**src/sv/pdce_pkg.sv**
```systemverilog
// ----------------------------------------------------------------------------
// pdce_pkg
// Shared types, constants and helpers for the Pelco-D command frame encoder.
// ----------------------------------------------------------------------------
package pdce_pkg;

    // Action codes carried on the func field
    typedef enum logic [3:0] {
        FUNC_IRIS_OPEN   = 4'd0,
        FUNC_IRIS_CLOSE  = 4'd1,
        FUNC_FOCUS_NEAR  = 4'd2,
        FUNC_FOCUS_FAR   = 4'd3,
        FUNC_ZOOM_IN     = 4'd4,
        FUNC_ZOOM_OUT    = 4'd5,
        FUNC_TILT_DOWN   = 4'd6,
        FUNC_TILT_UP     = 4'd7,
        FUNC_PAN_LEFT    = 4'd8,
        FUNC_PAN_RIGHT   = 4'd9,
        FUNC_CALL_PRESET = 4'd10,
        FUNC_CLR_PRESET  = 4'd11,
        FUNC_SET_PRESET  = 4'd12,
        FUNC_WIPER       = 4'd13
    } t_func;

    // Register map (index taken from paddr[2])
    localparam logic REG_ENABLE = 1'b0;
    localparam logic REG_ADDR   = 1'b1;
    localparam int   PADDR_W    = 3;

    // Frame constants
    localparam logic [7:0] SYNC_BYTE     = 8'hFF;
    localparam logic [7:0] ADDR_RESET    = 8'h01;

    // Motion bits in command 2
    localparam logic [7:0] TILT_UP_BIT   = 8'h08;
    localparam logic [7:0] TILT_DOWN_BIT = 8'h10;
    localparam logic [7:0] PAN_LEFT_BIT  = 8'h04;
    localparam logic [7:0] PAN_RIGHT_BIT = 8'h02;

    // Lens bits
    localparam logic [7:0] IRIS_OPEN_BIT  = 8'h02;
    localparam logic [7:0] IRIS_CLOSE_BIT = 8'h04;
    localparam logic [7:0] FOCUS_NEAR_BIT = 8'h01;
    localparam logic [7:0] FOCUS_FAR_BIT  = 8'h80;
    localparam logic [7:0] ZOOM_IN_BIT    = 8'h20;
    localparam logic [7:0] ZOOM_OUT_BIT   = 8'h40;

    // Preset and auxiliary command-2 codes
    localparam logic [7:0] CMD_CALL_PRESET = 8'h07;
    localparam logic [7:0] CMD_CLR_PRESET  = 8'h05;
    localparam logic [7:0] CMD_SET_PRESET  = 8'h03;
    localparam logic [7:0] CMD_CALL_94     = 8'h11;
    localparam logic [7:0] CMD_CALL_44     = 8'h23;
    localparam logic [7:0] CMD_SET_42      = 8'h1F;
    localparam logic [7:0] CMD_SET_43      = 8'h21;
    localparam logic [7:0] CMD_WIPER_OFF   = 8'h0B;
    localparam logic [7:0] CMD_WIPER_ON    = 8'h09;

    // Vendor pattern preset numbers
    localparam logic [7:0] PRESET_CALL_94 = 8'd94;
    localparam logic [7:0] PRESET_CALL_44 = 8'd44;
    localparam logic [7:0] PRESET_SET_42  = 8'd42;
    localparam logic [7:0] PRESET_SET_43  = 8'd43;

    // Speed scale factors
    localparam logic [7:0] PAN_SCALE  = 8'd180;
    localparam logic [7:0] TILT_SCALE = 8'd60;

    // Frame descriptor handed from front to back
    typedef struct packed {
        logic       err;
        logic [7:0] addr;
        logic [7:0] cmd1;
        logic [7:0] cmd2;
        logic [7:0] pan;
        logic [7:0] tilt;
        logic [7:0] csum;
    } t_frame;

    // Merge one axis direction into the previous motion command
    function automatic logic [7:0] merge_dir(input logic [7:0] prev,
                                             input logic [7:0] speed,
                                             input logic [7:0] set_bit,
                                             input logic [7:0] opp_bit);
        logic [7:0] res;
        if (speed == 8'd0) begin
            res = prev & ~set_bit;
        end else begin
            res = (prev | set_bit) & ~opp_bit;
        end
        return res;
    endfunction

    // floor(p * k / 255) via reciprocal: (x + (x >> 8) + 1) >> 8, exact for x < 65535
    function automatic logic [7:0] scale_speed(input logic [7:0] p, input logic [7:0] k);
        logic [15:0] prod;
        logic [15:0] adj;
        prod = 16'(p) * 16'(k);
        adj  = prod + {8'd0, prod[15:8]} + 16'd1;
        return adj[15:8];
    endfunction

endpackage

```
**src/sv/pdce_front.sv**
```systemverilog
// ----------------------------------------------------------------------------
// pdce_front
// Register port, command decode and motion state; builds one frame descriptor
// per accepted command while the encoder is enabled.
// ----------------------------------------------------------------------------
module pdce_front (
    input  logic                          i_clk,
    input  logic                          i_rst_n,
    // register port
    input  logic                          psel,
    input  logic                          penable,
    input  logic                          pwrite,
    input  logic [pdce_pkg::PADDR_W-1:0]  paddr,
    input  logic [31:0]                   pwdata,
    output logic [31:0]                   prdata,
    // command channel
    input  logic                          i_in_valid,
    output logic                          o_in_ready,
    input  logic [3:0]                    i_func,
    input  logic [7:0]                    i_param,
    // towards queue
    input  logic                          i_q_full,
    output logic                          o_push,
    output pdce_pkg::t_frame              o_frame
);

    logic       r_enable;
    logic [7:0] r_dev_addr;
    logic [7:0] r_last_cmd;
    logic [7:0] r_pan;
    logic [7:0] r_tilt;

    logic       wr_en;
    logic       accept;
    logic       store;
    logic       err;
    logic [7:0] cmd1;
    logic [7:0] cmd2;
    logic [7:0] pan;
    logic [7:0] tilt;
    logic [7:0] csum;

    // register writes
    assign wr_en = psel && penable && pwrite;

    always_ff @(posedge i_clk) begin
        if (!i_rst_n) begin
            r_enable   <= 1'b0;
            r_dev_addr <= pdce_pkg::ADDR_RESET;
        end else if (wr_en) begin
            unique case (paddr[2])
                pdce_pkg::REG_ENABLE: r_enable   <= pwdata[0];
                pdce_pkg::REG_ADDR:   r_dev_addr <= pwdata[7:0];
                default:              r_enable   <= r_enable;
            endcase
        end
    end

    // register reads
    always_comb begin
        unique case (paddr[2])
            pdce_pkg::REG_ENABLE: prdata = {31'd0, r_enable};
            pdce_pkg::REG_ADDR:   prdata = {24'd0, r_dev_addr};
            default:              prdata = 32'd0;
        endcase
    end

    // command decode
    always_comb begin
        err  = 1'b0;
        cmd1 = 8'd0;
        cmd2 = 8'd0;
        pan  = 8'd0;
        tilt = 8'd0;
        unique case (i_func)
            pdce_pkg::FUNC_IRIS_OPEN: begin
                if (i_param != 8'd0) cmd1 = pdce_pkg::IRIS_OPEN_BIT;
            end
            pdce_pkg::FUNC_IRIS_CLOSE: begin
                if (i_param != 8'd0) cmd1 = pdce_pkg::IRIS_CLOSE_BIT;
            end
            pdce_pkg::FUNC_FOCUS_NEAR: begin
                if (i_param != 8'd0) cmd1 = pdce_pkg::FOCUS_NEAR_BIT;
            end
            pdce_pkg::FUNC_FOCUS_FAR: begin
                if (i_param != 8'd0) cmd2 = pdce_pkg::FOCUS_FAR_BIT;
            end
            pdce_pkg::FUNC_ZOOM_IN: begin
                if (i_param != 8'd0) cmd2 = pdce_pkg::ZOOM_IN_BIT;
            end
            pdce_pkg::FUNC_ZOOM_OUT: begin
                if (i_param != 8'd0) cmd2 = pdce_pkg::ZOOM_OUT_BIT;
            end
            pdce_pkg::FUNC_TILT_DOWN, pdce_pkg::FUNC_TILT_UP: begin
                if (i_func == pdce_pkg::FUNC_TILT_DOWN) begin
                    cmd2 = pdce_pkg::merge_dir(r_last_cmd, i_param,
                               pdce_pkg::TILT_DOWN_BIT, pdce_pkg::TILT_UP_BIT);
                end else begin
                    cmd2 = pdce_pkg::merge_dir(r_last_cmd, i_param,
                               pdce_pkg::TILT_UP_BIT, pdce_pkg::TILT_DOWN_BIT);
                end
                // keep pan speed only while pan still moves
                if ((cmd2 & (pdce_pkg::PAN_LEFT_BIT | pdce_pkg::PAN_RIGHT_BIT)) != 8'd0)
                    pan = r_pan;
                tilt = pdce_pkg::scale_speed(i_param, pdce_pkg::TILT_SCALE);
            end
            pdce_pkg::FUNC_PAN_LEFT, pdce_pkg::FUNC_PAN_RIGHT: begin
                if (i_func == pdce_pkg::FUNC_PAN_LEFT) begin
                    cmd2 = pdce_pkg::merge_dir(r_last_cmd, i_param,
                               pdce_pkg::PAN_LEFT_BIT, pdce_pkg::PAN_RIGHT_BIT);
                end else begin
                    cmd2 = pdce_pkg::merge_dir(r_last_cmd, i_param,
                               pdce_pkg::PAN_RIGHT_BIT, pdce_pkg::PAN_LEFT_BIT);
                end
                pan = pdce_pkg::scale_speed(i_param, pdce_pkg::PAN_SCALE);
                // keep tilt speed only while tilt still moves
                if ((cmd2 & (pdce_pkg::TILT_UP_BIT | pdce_pkg::TILT_DOWN_BIT)) != 8'd0)
                    tilt = r_tilt;
            end
            pdce_pkg::FUNC_CALL_PRESET: begin
                if (i_param == 8'd0) begin
                    err = 1'b1;
                end else if (i_param == pdce_pkg::PRESET_CALL_94) begin
                    cmd2 = pdce_pkg::CMD_CALL_94;
                end else if (i_param == pdce_pkg::PRESET_CALL_44) begin
                    cmd2 = pdce_pkg::CMD_CALL_44;
                end else begin
                    cmd2 = pdce_pkg::CMD_CALL_PRESET;
                    tilt = i_param;
                end
            end
            pdce_pkg::FUNC_CLR_PRESET: begin
                if (i_param == 8'd0) begin
                    err = 1'b1;
                end else begin
                    cmd2 = pdce_pkg::CMD_CLR_PRESET;
                    tilt = i_param;
                end
            end
            pdce_pkg::FUNC_SET_PRESET: begin
                if (i_param == 8'd0) begin
                    err = 1'b1;
                end else if (i_param == pdce_pkg::PRESET_SET_42) begin
                    cmd2 = pdce_pkg::CMD_SET_42;
                end else if (i_param == pdce_pkg::PRESET_SET_43) begin
                    cmd2 = pdce_pkg::CMD_SET_43;
                end else begin
                    cmd2 = pdce_pkg::CMD_SET_PRESET;
                    tilt = i_param;
                end
            end
            pdce_pkg::FUNC_WIPER: begin
                cmd2 = (i_param == 8'd0) ? pdce_pkg::CMD_WIPER_OFF : pdce_pkg::CMD_WIPER_ON;
                tilt = 8'd1;
            end
            default: begin
                err = 1'b1;
            end
        endcase
    end

    // checksum over address, both command bytes and both speeds
    assign csum = r_dev_addr + cmd1 + cmd2 + pan + tilt;

    assign o_in_ready = !i_q_full;
    assign accept     = i_in_valid && o_in_ready;
    assign o_push     = accept && r_enable;
    assign store      = o_push && !err && !cmd2[0];

    assign o_frame.err  = err;
    assign o_frame.addr = r_dev_addr;
    assign o_frame.cmd1 = cmd1;
    assign o_frame.cmd2 = cmd2;
    assign o_frame.pan  = pan;
    assign o_frame.tilt = tilt;
    assign o_frame.csum = csum;

    // motion state: updated by every pushed error-free frame with command-2 bit 0 clear (motion and lens frames)
    always_ff @(posedge i_clk) begin
        if (!i_rst_n) begin
            r_last_cmd <= 8'd0;
            r_pan      <= 8'd0;
            r_tilt     <= 8'd0;
        end else if (store) begin
            r_last_cmd <= cmd2;
            r_pan      <= pan;
            r_tilt     <= tilt;
        end
    end

endmodule

```
**src/sv/pdce_queue.sv**
```systemverilog
// ----------------------------------------------------------------------------
// pdce_queue
// Two-entry descriptor queue between decode and byte serialiser.
// ----------------------------------------------------------------------------
module pdce_queue (
    input  logic             i_clk,
    input  logic             i_rst_n,
    input  logic             i_push,
    input  pdce_pkg::t_frame i_frame,
    input  logic             i_pop,
    output logic             o_full,
    output logic             o_valid,
    output pdce_pkg::t_frame o_head
);

    pdce_pkg::t_frame r_mem [2];
    logic             r_wr_ptr;
    logic             r_rd_ptr;
    logic [1:0]       r_count;

    assign o_full  = (r_count == 2'd2);
    assign o_valid = (r_count != 2'd0);
    assign o_head  = r_mem[r_rd_ptr];

    // storage
    always_ff @(posedge i_clk) begin
        if (i_push) begin
            r_mem[r_wr_ptr] <= i_frame;
        end
    end

    // pointers and fill count
    always_ff @(posedge i_clk) begin
        if (!i_rst_n) begin
            r_wr_ptr <= 1'b0;
            r_rd_ptr <= 1'b0;
            r_count  <= 2'd0;
        end else begin
            if (i_push) r_wr_ptr <= !r_wr_ptr;
            if (i_pop)  r_rd_ptr <= !r_rd_ptr;
            case ({i_push, i_pop})
                2'b10:   r_count <= r_count + 2'd1;
                2'b01:   r_count <= r_count - 2'd1;
                default: r_count <= r_count;
            endcase
        end
    end

endmodule

```
**src/sv/pdce_back.sv**
```systemverilog
// ----------------------------------------------------------------------------
// pdce_back
// Serialises the head descriptor into frame bytes through an output register.
// ----------------------------------------------------------------------------
module pdce_back (
    input  logic             i_clk,
    input  logic             i_rst_n,
    input  logic             i_q_valid,
    input  pdce_pkg::t_frame i_head,
    output logic             o_pop,
    output logic             o_out_valid,
    input  logic             i_out_ready,
    output logic [7:0]       o_frame_byte,
    output logic             o_last_byte,
    output logic             o_error
);

    localparam logic [2:0] POS_SYNC = 3'd0;
    localparam logic [2:0] POS_ADDR = 3'd1;
    localparam logic [2:0] POS_CMD1 = 3'd2;
    localparam logic [2:0] POS_CMD2 = 3'd3;
    localparam logic [2:0] POS_PAN  = 3'd4;
    localparam logic [2:0] POS_TILT = 3'd5;
    localparam logic [2:0] POS_CSUM = 3'd6;

    logic       r_out_valid;
    logic [7:0] r_byte;
    logic       r_last;
    logic       r_err;
    logic [2:0] r_pos;

    logic       load;
    logic       last;
    logic [7:0] sel_byte;

    assign load  = !r_out_valid || i_out_ready;
    assign last  = i_head.err || (r_pos == POS_CSUM);
    assign o_pop = load && i_q_valid && last;

    // byte select from head descriptor
    always_comb begin
        case (r_pos)
            POS_SYNC: sel_byte = pdce_pkg::SYNC_BYTE;
            POS_ADDR: sel_byte = i_head.addr;
            POS_CMD1: sel_byte = i_head.cmd1;
            POS_CMD2: sel_byte = i_head.cmd2;
            POS_PAN:  sel_byte = i_head.pan;
            POS_TILT: sel_byte = i_head.tilt;
            POS_CSUM: sel_byte = i_head.csum;
            default:  sel_byte = 8'd0;
        endcase
        if (i_head.err) sel_byte = 8'd0;
    end

    // output register control
    always_ff @(posedge i_clk) begin
        if (!i_rst_n) begin
            r_out_valid <= 1'b0;
            r_pos       <= POS_SYNC;
        end else if (load) begin
            r_out_valid <= i_q_valid;
            if (i_q_valid) begin
                r_pos <= last ? POS_SYNC : r_pos + 3'd1;
            end
        end
    end

    // output payload
    always_ff @(posedge i_clk) begin
        if (load && i_q_valid) begin
            r_byte <= sel_byte;
            r_last <= last;
            r_err  <= i_head.err;
        end
    end

    assign o_out_valid  = r_out_valid;
    assign o_frame_byte = r_byte;
    assign o_last_byte  = r_last;
    assign o_error      = r_err;

endmodule

```
**src/sv/pelco_d_command_frame_encoder.sv**
```systemverilog
// ----------------------------------------------------------------------------
// pelco_d_command_frame_encoder
// Turns camera commands into seven-byte Pelco-D frames, one byte a transfer.
// ----------------------------------------------------------------------------
//  channel   | direction | handshake                  | payload
//  ----------+-----------+----------------------------+--------------------------------
//  command   | in        | i_in_valid / o_in_ready    | i_func, i_param
//  frame     | out       | o_out_valid / i_out_ready  | o_frame_byte, o_last_byte, o_error
//  registers | in        | psel, penable, pwrite      | paddr, pwdata, prdata, pready
//
//  A command is decoded in the cycle it is accepted; its frame then leaves at
//  one byte per cycle unless stalled, seven bytes per frame (one for an error
//  item), paced by the byte serialiser. A two-entry queue lets commands be
//  taken while a frame is being sent. Disabled-protocol commands are accepted
//  and dropped. Reset, synchronous and active low, clears the queue and state.
// ----------------------------------------------------------------------------
module pelco_d_command_frame_encoder (
    input  logic                          i_clk,
    input  logic                          i_rst_n,
    input  logic                          psel,
    input  logic                          penable,
    input  logic                          pwrite,
    input  logic [pdce_pkg::PADDR_W-1:0]  paddr,
    input  logic [31:0]                   pwdata,
    output logic [31:0]                   prdata,
    output logic                          pready,
    input  logic                          i_in_valid,
    output logic                          o_in_ready,
    input  logic [3:0]                    i_func,
    input  logic [7:0]                    i_param,
    output logic                          o_out_valid,
    input  logic                          i_out_ready,
    output logic [7:0]                    o_frame_byte,
    output logic                          o_last_byte,
    output logic                          o_error
);

    logic             q_full;
    logic             q_valid;
    logic             push;
    logic             pop;
    pdce_pkg::t_frame frame;
    pdce_pkg::t_frame head;

    assign pready = 1'b1;

    // decode front
    pdce_front u_front (
        .i_clk      (i_clk),
        .i_rst_n    (i_rst_n),
        .psel       (psel),
        .penable    (penable),
        .pwrite     (pwrite),
        .paddr      (paddr),
        .pwdata     (pwdata),
        .prdata     (prdata),
        .i_in_valid (i_in_valid),
        .o_in_ready (o_in_ready),
        .i_func     (i_func),
        .i_param    (i_param),
        .i_q_full   (q_full),
        .o_push     (push),
        .o_frame    (frame)
    );

    // descriptor queue
    pdce_queue u_queue (
        .i_clk   (i_clk),
        .i_rst_n (i_rst_n),
        .i_push  (push),
        .i_frame (frame),
        .i_pop   (pop),
        .o_full  (q_full),
        .o_valid (q_valid),
        .o_head  (head)
    );

    // byte serialiser
    pdce_back u_back (
        .i_clk        (i_clk),
        .i_rst_n      (i_rst_n),
        .i_q_valid    (q_valid),
        .i_head       (head),
        .o_pop        (pop),
        .o_out_valid  (o_out_valid),
        .i_out_ready  (i_out_ready),
        .o_frame_byte (o_frame_byte),
        .o_last_byte  (o_last_byte),
        .o_error      (o_error)
    );

endmodule

```
**config.mk**
```make
export PLATFORM = sky130hd
export DESIGN_NAME = pelco_d_command_frame_encoder
export DESIGN_NICKNAME = d
export VERILOG_FILES = /design/src/sv/pdce_pkg.sv /design/src/sv/pdce_front.sv /design/src/sv/pdce_queue.sv /design/src/sv/pdce_back.sv /design/src/sv/pelco_d_command_frame_encoder.sv
export SDC_FILE = /design/constraint.sdc
export NUM_CORES = 1
export LEC_CHECK = 0
export ABC_AREA = 1
export BUFFER_PORTS_ARGS = -buffer_cell sky130_fd_sc_hd__buf_2
export CORE_UTILIZATION = 40
export CTS_BUF_LIST = sky130_fd_sc_hd__clkbuf_16
export DETAILED_ROUTE_END_ITERATION = 7
export GPL_TIMING_DRIVEN = 1
export SETUP_SLACK_MARGIN = 0.05
export SKIP_CTS_REPAIR_TIMING = 1
export SLEW_MARGIN = 20
export SYNTH_ARGS = -nofsm -noshare
export SYNTH_HDL_FRONTEND = slang
export SYNTH_SLANG_ARGS = --single-unit
```
**constraint.sdc**
```tcl
create_clock -name i_clk -period 10.6 [get_ports i_clk]
set_input_delay 2.65 -clock i_clk [delete_from_list [all_inputs] [get_ports i_clk]]
set_output_delay 2.65 -clock i_clk [all_outputs]
set_load 0.01 [all_outputs]
```
### Word level (Yosys, flattened, before mapping)

Memory sizes are Yosys's and may differ from the RTL's. A register that Yosys moved wholly into a read port is not among the register bits.
Cells that the tools add are included.

* muxes and demuxes: 45
* eq/ne operators: 26
* multipliers: 2
* add/subtract/negate cells: 11
* bitwise logic cells: 1
* reductions and logical operators: 31

Operators with widths (count)
* $mux 8: 16
* $pmux 8 s9: 1
* $pmux 32 s2: 1
* $pmux 8 s7: 1
* $pmux 8 s6: 1
* $add 16x1->16 const B: 2
* $add 8x8->8: 4
* $eq 4x4->1 const B: 6
* $eq 8x6->1 const B: 3
* $pmux 8 s3: 1
* $reduce_bool 8->1: 3
* $mux 3: 6
* $mux 6: 3
* $add 16x8->16: 1
* $eq 4x3->1 const B: 4
* $pmux 8 s2: 1
* $add 14x6->15: 1
* $mux 5: 3
* $mul 8x6->14 const B: 1
* $mul 8x4->12 const B: 1
* $reduce_or 11->1: 1
* $eq 3x3->1 const B: 3
* $eq 4x2->1 const B: 2
* $eq 8x7->1 const B: 1
* 24 further kinds: 49

* output and inout port bits: 45
* memories kept: 1
* memory bits (writable): 98
* register bits after elaboration: 51

Memories
* u_queue.r_mem: depth 2, width 49, read ports 1, clocked after memory_dff 1, wr ports 1, RTL line pdce_queue.sv:16 `pdce_pkg::t_frame r_mem [2];`

### Depth between registers and ports, before layout

* depth in word-level cells: 9
* mapped depth: 43
* mapped depth without buffers: 43

### By module

A second synthesis with hierarchy kept.

* cell total of the unflattened synthesis: 1193
* area, all modules: 10488.8 um2

By module, submodules not included
* pdce_front: instances 1, area an instance 5536.6 um2, cells an instance 844, seq. area each 660.6 um2
* pdce_queue: instances 1, area an instance 3807.4 um2, cells an instance 187, seq. area each 3042.9 um2
* pdce_back: instances 1, area an instance 1133.6 um2, cells an instance 160, seq. area each 380.4 um2
* pelco_d_command_frame_encoder: instances 1, area an instance 11.3 um2, cells an instance 2, seq. area each 0.0 um2

### Least setup slack after synthesis

Ideal clock, no wire load.

* path kind: input port to flip-flop
* start point: input port i_param[2]
* end point: memory u_queue.r_mem[0][7] (netlist name) (data pin)
* library setup time: 0.257 ns
* stages on the path: 37
* slack: 0.984 ns
* arrival time: 9.359 ns
* cells stage by stage: ha_1 -> inv_1 -> fa_1 -> inv_1 -> fa_1 -> ha_1 -> a21oi_1 -> nand2_1 -> nand2_1 -> o311ai_0 -> xnor2_1 -> inv_1 -> ha_1 -> a21oi_1 -> o21ai_0 -> a21oi_1 -> nand2_2 -> inv_1 -> nand2_1 -> nand3_1 -> o21ai_0 -> fa_1 -> inv_1 -> fa_1 -> fa_1 -> inv_1 -> ha_1 -> fa_1 -> nand3_1 -> nand2_1 -> nand2_1 -> nand2_1 -> a21oi_1 -> xor2_1 -> xor2_1 -> nand3b_1 -> nand2_1

RTL lines
* start, declared: RTL line pelco_d_command_frame_encoder.sv:30 `input logic [7:0] i_param,`
* end, declared: RTL line pdce_queue.sv:16

==> metrics.txt <==
# fillers around 2300; die height around 160 um; vias after detailed routing around 7400; PwrDens roughly 180 nW/um^2; clock slew at reported path FFs about 0.06 ns; FF+latch count, synth 140; outcome complete, no violations; Post-Syn Area roughly 9700 um^2; clock root cell clkbuf_16; Detailed Route Iter0 Violations ~380; maxcap violations 0; setup ws final between 0.7 and 0.8 ns; sequential area share after synthesis 39.1%; Die X-Extent between 150 and 200 um; number of synthesized flops with an enable pin between 90 and 100; vias in the first global route ~6800; crit share post-route slightly above 90%; Core ar. between 20000 and 25000 um^2; Critical path origin i_param[4]; RSZ-0062 raised after global routing no; FP Rows between 50 and 60; Slowest Stage Delay on Critical Path roughly 0.52 ns; Final min period between 9 and 10 ns; gpl congestion ~0.86; DRT antenna net count 0; CP Class input port to flip-flop; Finished Core Util roughly 46%; final WL 22400 um; reg2reg setup slack 5.71 ns; top_reg_cell synth edfxtp_1; worst r2r dst u_queue.r_mem[0][7]; global route total overflow 0; Slew Limit Headroom between 50% and 60%; Required @ worst endpoint approximately 11 ns; Worst Clk Skew approximately 0.0098 ns; Post-synth ARST share 0%; Sink Count 140; H-tree Lvls 4; Die Area between 20000 and 25000 um^2; setup TNS 0 ns; Worst Hold Path EP u_queue.r_count[1]; post-synthesis cell count between 1000 and 1500; Setup crit end kind flip-flop; Final Hold Fails 0; clk_lat worst skew 0.42 ns; Worst path slowest cell fa_1; depth of the most critical reg-to-reg path 20; Mean Syn Cell Area between 8 and 9 um^2; worst r2r src u_front.r_last_cmd[2]; worst slew pin tran slightly above 0.7 ns; Lkg Pwr about 5 nW; Final nets ~1300; worst min path class flip-flop to flip-flop; DP Worst Slack approximately 0.094 ns; hold depth 1; CP Launch Type input port; cts bufs inserted 17; vias per cell about 4.9; Worst Path Max Fanout 6; crit path DAT 10.04 ns; First-pass DRT Iterations 5; starting density of the core between 40% and 50%; first-pass GRT wire length about 35000 um; share of cells above drive strength 1 between 10% and 20%; hold path startpoint u_queue.r_count[1]; Yosys cell types 56; Max clock buf depth 2; Port Buffers 47; Post-DP HPWL around 17000 um; Setup Viol. Count Final 0; Ys Warns 0; I/O pins 99; CTS tree built; Total GRT Usage 18.9%; largest net degree at the start of global routing 45; Synth-to-Final Area Change 13.3%; DRC 0; most common cell after layout, fill and taps aside inv_1; drt wl/cell around 15 um; Max VDD drop about 0.13 mV; initial antenna violation count 1; most frequent cells in the layout 194 x inv_1, 156 x nand2_1, 100 x nor2_1; Fmax between 100 and 150 MHz; fin. max-slew vios 0
==> layout make-up <==
type | count | area, um^2 | area share [%]
Multi-Input combinational cell | 726 | 4940 | 45.1
Antenna cell | 1 | 2.50 | 0.0228
Inverter | 212 | 796 | 7.26
Tap cell | 319 | 399 | 3.64
Timing Repair Buffer | 74 | 438 | 4.00
Clock inverter | 11 | 73.8 | 0.674
Sequential cell | 140 | 3780 | 34.5
Clock buffer | 21 | 526 | 4.79
==> how the worst max path moves through the flow <==
stage / end / slack, ns
after floorplan: u_queue.r_mem[0][7] / 0.98
after global placement: u_queue.r_mem[1][7] / 0.16
after detailed placement: u_queue.r_mem[0][7] / 0.09
after CTS: u_queue.r_mem[1][7] / 0.50
after global routing: u_queue.r_mem[1][7] / 0.11
final: u_queue.r_mem[0][7] / 0.72
==> flip-flops by register name, indices dropped and copies added, names as in the netlist, named ones only <==
signal,flops
u_queue.r_mem,88
u_back.o_frame_byte,8
u_front.r_dev_addr,8
u_front.r_last_cmd,8
u_front.r_pan,8
u_front.r_tilt,8
u_back.r_pos,3
u_queue.r_count,2
u_back.o_error,1
u_back.o_last_byte,1
u_back.o_out_valid,1
u_front.r_enable,1
u_queue.r_rd_ptr,1
u_queue.r_wr_ptr,1
==> critical path: cells and delay by family <==
kind	cells	cell delay (ns)
buffers and inverters	7	0.73
AOI/OAI and AO/OA	4	0.93
and+or+nand+nor	13	1.14
adders and majority gates	9	3.70
xor gates and xnor gates	4	0.88
==> metal layers <==
layer  vias to the layer above  wire, um  share of wire [%]  global-route usage (%)
met3                        17       769                3.4                    3.17
met5                         -         0                  0                       0
li1                       3704         -                  -                       -
met4                         0       242                1.1                    4.72
met2                       127     10800                 48                    32.4
met1                      3527     10500                 47                    24.6
==> cells in the mapped netlist, types with 3 or more instances <==
library cell | number | area [um^2]
a21oi_1 | 65 | 325
a221oi_1 | 6 | 52.6
a22oi_1 | 4 | 30.0
a31oi_1 | 6 | 37.5
buf_2 | 5 | 25.0
buf_4 | 25 | 188
clkbuf_1 | 13 | 48.8
clkinv_1 | 3 | 11.3
dfxtp_1 | 42 | 841
edfxtp_1 | 98 | 2940
fa_1 | 40 | 801
ha_1 | 78 | 976
inv_1 | 193 | 724
inv_2 | 16 | 60.1
nand2_1 | 156 | 586
nand2_2 | 17 | 106
nand2_4 | 3 | 33.8
nand3_1 | 52 | 260
nand3_2 | 11 | 110
nand4_1 | 11 | 68.8
nor2_1 | 102 | 383
nor3_1 | 8 | 40.0
nor3_2 | 3 | 30.0
o21a_1 | 5 | 37.5
o21ai_0 | 55 | 275
o21ai_1 | 11 | 55.1
o22ai_1 | 11 | 68.8
xnor2_1 | 7 | 61.3
xor2_1 | 13 | 114
==> where the power goes <==
part | switching (mW) | total, mW | internal (mW)
Sequential | 0.00564 | 0.617 | 0.611
Combinational | 0.463 | 0.720 | 0.257
Clock | 0.230 | 0.585 | 0.355
Total | 0.699 | 1.92 | 1.22
==> stage by stage <==
step	total power [mW]	instances	cell area (um^2)	hold WS (ns)
global placement	1.34	1471	10400	0.439
floorplan	1.17	1122	9760	0.423
detailed placement	1.35	1471	10400	0.441
global route	2.05	1503	11000	0.485
finish	1.92	1504	11000	0.450
CTS	1.94	1503	11000	0.450
==> kinds of logic (layout without fill, tap and decap cells) <==
group,count (synthesis),count (layout),share of synthesized area (%)
adder cells (fa/ha/maj),118,118,18.4
AND/OR/NAND/NOR,376,376,18.0
other,2,26,0.0776
XOR/XNOR,22,22,2.15
AO/OA/AOI/OAI,185,185,11.4
flip-flops,140,140,39.1
buffers and inverters,256,318,11.0
Note: power is estimated with default switching activity, not from simulation.
